--- config.mk ---
export PLATFORM = sky130hd
export DESIGN_NAME = salru_ram
export DESIGN_NICKNAME = d
export VERILOG_FILES = /design/src/design/salru_ram.sv
export SDC_FILE = /design/constraint.sdc
export NUM_CORES = 1
export LEC_CHECK = 0
export BUFFER_PORTS_ARGS = -buffer_cell sky130_fd_sc_hd__buf_2
export CORE_ASPECT_RATIO = 1.5
export CORE_MARGIN = 2
export CORE_UTILIZATION = 30
export DETAILED_ROUTE_END_ITERATION = 8
export RECOVER_POWER = 25
export SETUP_SLACK_MARGIN = 0.02
export SLEW_MARGIN = 20
export SYNTH_ARGS = -nofsm -noshare
export SYNTH_HDL_FRONTEND = slang
export SYNTH_SLANG_ARGS = --single-unit
--- constraint.sdc ---
create_clock -name clock -period 2.8 [get_ports clock]
set_input_delay 0.28 -clock clock [delete_from_list [all_inputs] [get_ports clock]]
set_output_delay 0.28 -clock clock [all_outputs]
set_load 0.03 [all_outputs]
--- src/design/salru_ram.sv ---
`default_nettype none
// ---------------------------------------------------------------------------
// salru_ram
// generic single-port-write, single-port-read ram with registered read
// ---------------------------------------------------------------------------
module salru_ram #(
   parameter int WIDTH = 8,
   parameter int DEPTH = 16
) (
   input  wire logic                     clock,
   input  wire logic                     wr_en,
   input  wire logic [$clog2(DEPTH)-1:0] wr_addr,
   input  wire logic [WIDTH-1:0]         wr_data,
   input  wire logic [$clog2(DEPTH)-1:0] rd_addr,
   output      logic [WIDTH-1:0]         rd_data
);
   logic [WIDTH-1:0] mem_ff [DEPTH];

   // write port and registered read
   always_ff @(posedge clock) begin
      if (wr_en) begin
         mem_ff[wr_addr] <= wr_data;
      end
      rd_data <= mem_ff[rd_addr];
   end
endmodule
`default_nettype wire

==> key figures <==
Layout
  – Antenna Cells: 0
  – Layout cells sized above 1: approximately 28%
  – Area grow syn2layout: 20.66%
  – Non-filler cells, final: 501
  – Filler instances: around 1500
  – Layout net count: 296

Detailed routing
  – Final wirelength: 10980 um
  – Final antenna-violating net count: 0
  – Iter 0 DRT Violations: 275
  – Wire length per cell: 21.91 um
  – Vias per cell: a little under 5
  – DRC Markers: 0
  – Pre-Repair DR Iteration Count: 4
  – Via Count: 2468

Global routing
  – First-pass GRT wire length: 16500 um
  – Largest net degree at the start of global routing: 33
  – Antenna violations before repair: 0
  – GRT Resource Usage Total: 12.74%
  – Vias in the first global route: 2593
  – GR Overflow Total: 0

Clock network
  – Clock transition at the registers of the reported paths: ~0.06 ns
  – Post-CTS Hold Buffers: 0
  – Post_cts resized: 0
  – Longest Clk Path Bufs: 2
  – # Post-CTS Setup Buffers: 0
  – H-Tree Depth: 4
  – Worst skew pair latency: roughly 0.4 ns
  – Root buffer cell: clkbuf_16
  – TritonCTS clock tree: done
  – CTS sink cnt: 136
  – Number of CTS-inserted buffers: 17

Timing
  – Clk_skew: 0.005400 ns
  – Worst Max-Slew Pin Slew: approximately 0.86 ns
  – Rel. slew slack: 42.60%
  – Setup TNS: 0 ns
  – Slew Limit Fails: 0
  – Final worst path period need: 1.601 ns
  – Final Hold Vio Count: 0
  – Fmax: 624.8 MHz
  – RSZ-0062 raised after global routing: no
  – Worst setup margin: 1.199 ns
  – Setup violations, final: 0
  – Final period util: 57.17%

Setup path
  – CP top delay family: buffers and inverters
  – CP max FO: 15
  – Worst EP required: 3.09 ns
  – CP Launch Type: input pin
  – Crit Path Class: in -> reg
  – Max incr delay on CP: 0.55 ns
  – CP max-delay cell: mux4_2
  – Buf/Inv on CP: 2
  – CP Cell Sequence: buf_2 -> buf_4 -> mux4_2 -> a22oi_1 -> nand2_1
  – Crit path arrival time: 1.90 ns
  – Crit path capture type: flip-flop

Logic synthesis
  – Simple-Gate Fraction of Synth Area: 3.184%
  – Synth Warn #: 0
  – Compound-Gate Fraction of Synth Area: 2.333%
  – Sequential share of the synthesized area: 77.78%
  – Mux share of post-synthesis cell area: 15.02%
  – Synth top area share: 74.67%
  – Post-Synthesis Cells: about 230
  – Largest family of logic cells by synthesized area: multiplexers
  – Xor and xnor area share after synthesis: 0%
  – Top cells by area, synth: edfxtp_1 (75%), mux4_2 (7.9%), mux4_1 (7.1%)
  – Synth area leader: edfxtp_1
  – Mapped cell area: 5147 um2
  – Syn_nets: between 200 and 250
  – Synth Area in Adders: 0%
  – Cell variety after synth: 19
  – Synth Register Bits: between 100 and 150
  – Mean post-synth cell area: 22.48 um2

Hold path
  – Hold Crit Class: in -> reg

Floorplan
  – Initial core utilization: a little under a third
  – Die X: 111.0 um
  – Die Y: 164.4 um
  – Core area: approximately 17000 um2
  – Die area: 18240 um2
  – Row count: 58
  – Io pins: 26

Power and ir drop
  – Leak: 2.066 nW
  – Sw Pwr: 0.0009699 W
  – Reg power frac: 45.9%
  – Net Sw Frac: 19.45%
  – PD cells: 802.9 nW/um2
  – Comb power frac: 4.7%
  – Clock share of power: a little under 50%
  – Maximum vdd drop: 0.3854 mV
  – Internal Pwr Total: 0.004017 W

Placed design
  – Global placement routability congestion: 0.7072
  – Placed Instances: 469
  – Setup WS pre-CTS: 0.7723 ns
  – DP HPWL: 7000 um
  – I/O Buffers: 25

Outcome
  – Status: complete, no violations

Run
  – MaxCap Viol Count: 0
[sequential cells by signal, indices dropped and copies added, names as in the netlist]
signal and cells:
mem_ff 128, rd_data 8
[final cells by class]
type	instances	area (um2)	area share [%]
Multi-Input combinational cell	83	1057	17.02
Timing Repair Buffer	40	230.2	3.707
Clock inverter	15	231.5	3.727
Clock buffer	17	425.4	6.849
Sequential cell	136	4004	64.46
Tap cell	210	262.8	4.230
[through the flow]
step	hold WS, ns	util, %	total power (W)	instance area (um2)
finish	0.2727	37.05	0.004987	6211
global route	0.2677	37.05	0.005139	6211
CTS	0.2473	37.10	0.005029	6218
detailed placement	0.6665	33.18	0.002569	5562
global placement	0.6524	33.18	0.002561	5562
floorplan	0.3789	-	0.002471	5147
[cell usage in the layout (no fill, tap or decap)]
cell	netlist	routed
and2b_1	1	1
nor2_1	13	13
clkbuf_1	0	6
and2_1	1	1
or3b_2	1	1
nand2b_1	2	2
a22oi_1	16	16
bufinv_16	0	6
nand3b_1	2	2
nand3_1	1	1
edfxtp_1	128	128
buf_2	3	19
buf_4	1	15
dfxtp_1	8	8
clkinv_1	0	4
nor3_1	4	4
mux4_1	14	14
mux4_2	18	18
nor2b_1	1	1
nand2_1	9	9
clkinv_4	0	1
clkinvlp_4	0	3
clkinv_2	0	1
clkbuf_16	0	17
[final timing paths]
path	startpoint	endpoint	slack (ns)	cells past startpoint
max reg2reg	mem_ff[10][2]	rd_data[2]	1.40	3
min	wr_data[7]	mem_ff[1][7]	0.27	1
max	rd_addr[0]	rd_data[7]	1.20	5
min reg2reg	mem_ff[7][0]	rd_data[0]	0.68	3
[cells by family after synthesis]
| group | count (synthesis) |
|---|---|
| flip-flops | 136 |
| AO/OA/AOI/OAI | 16 |
| multiplexers | 32 |
| buffers and inverters | 10 |
| AND/OR/NAND/NOR | 35 |
[synth_stat cells]
master and instances:
nor2b_1 1, nand3b_1 2, buf_6 3, nand2b_1 2, nor2_1 13, nand2_1 9
edfxtp_1 128, and2_1 1, dfxtp_1 8, mux4_1 14, or3b_2 1, a22oi_1 16
buf_2 3, clkdlybuf4s25_2 3, nor3_1 4, and2b_1 1, nand3_1 1, buf_4 1
mux4_2 18
[metal layers]
metal  track usage [%]  wire length [um]  part of all wire, %
met4             4.886               204                  1.9
met1             14.40              4444                   40
met2             23.01              5849                   53
met3             3.486               479                  4.4
met5                 0                 0                    0
[power by group through the flow]
stage | registers (W) | logic (W) | clock network (W)
after floorplan | 0.00236 | 0.000116 | 0
after global placement | 0.00233 | 0.000232 | 0
after detailed placement | 0.00233 | 0.000237 | 0
after CTS | 0.00229 | 0.000238 | 0.00250
after global routing | 0.00229 | 0.000251 | 0.00259
final | 0.00229 | 0.000233 | 0.00247
[worst reg2reg max path, delay by kind of cell, from the launching register on]
| kind | cells | cell delay [ns] |
|---|---|---|
| muxes | 1 | 0.51 |
| DFF | 1 | 0.37 |
| AOI/OAI and AO/OA | 1 | 0.25 |
| and+or+nand+nor | 1 | 0.14 |
No activity file was read; power rests on OpenSTA's default activity.
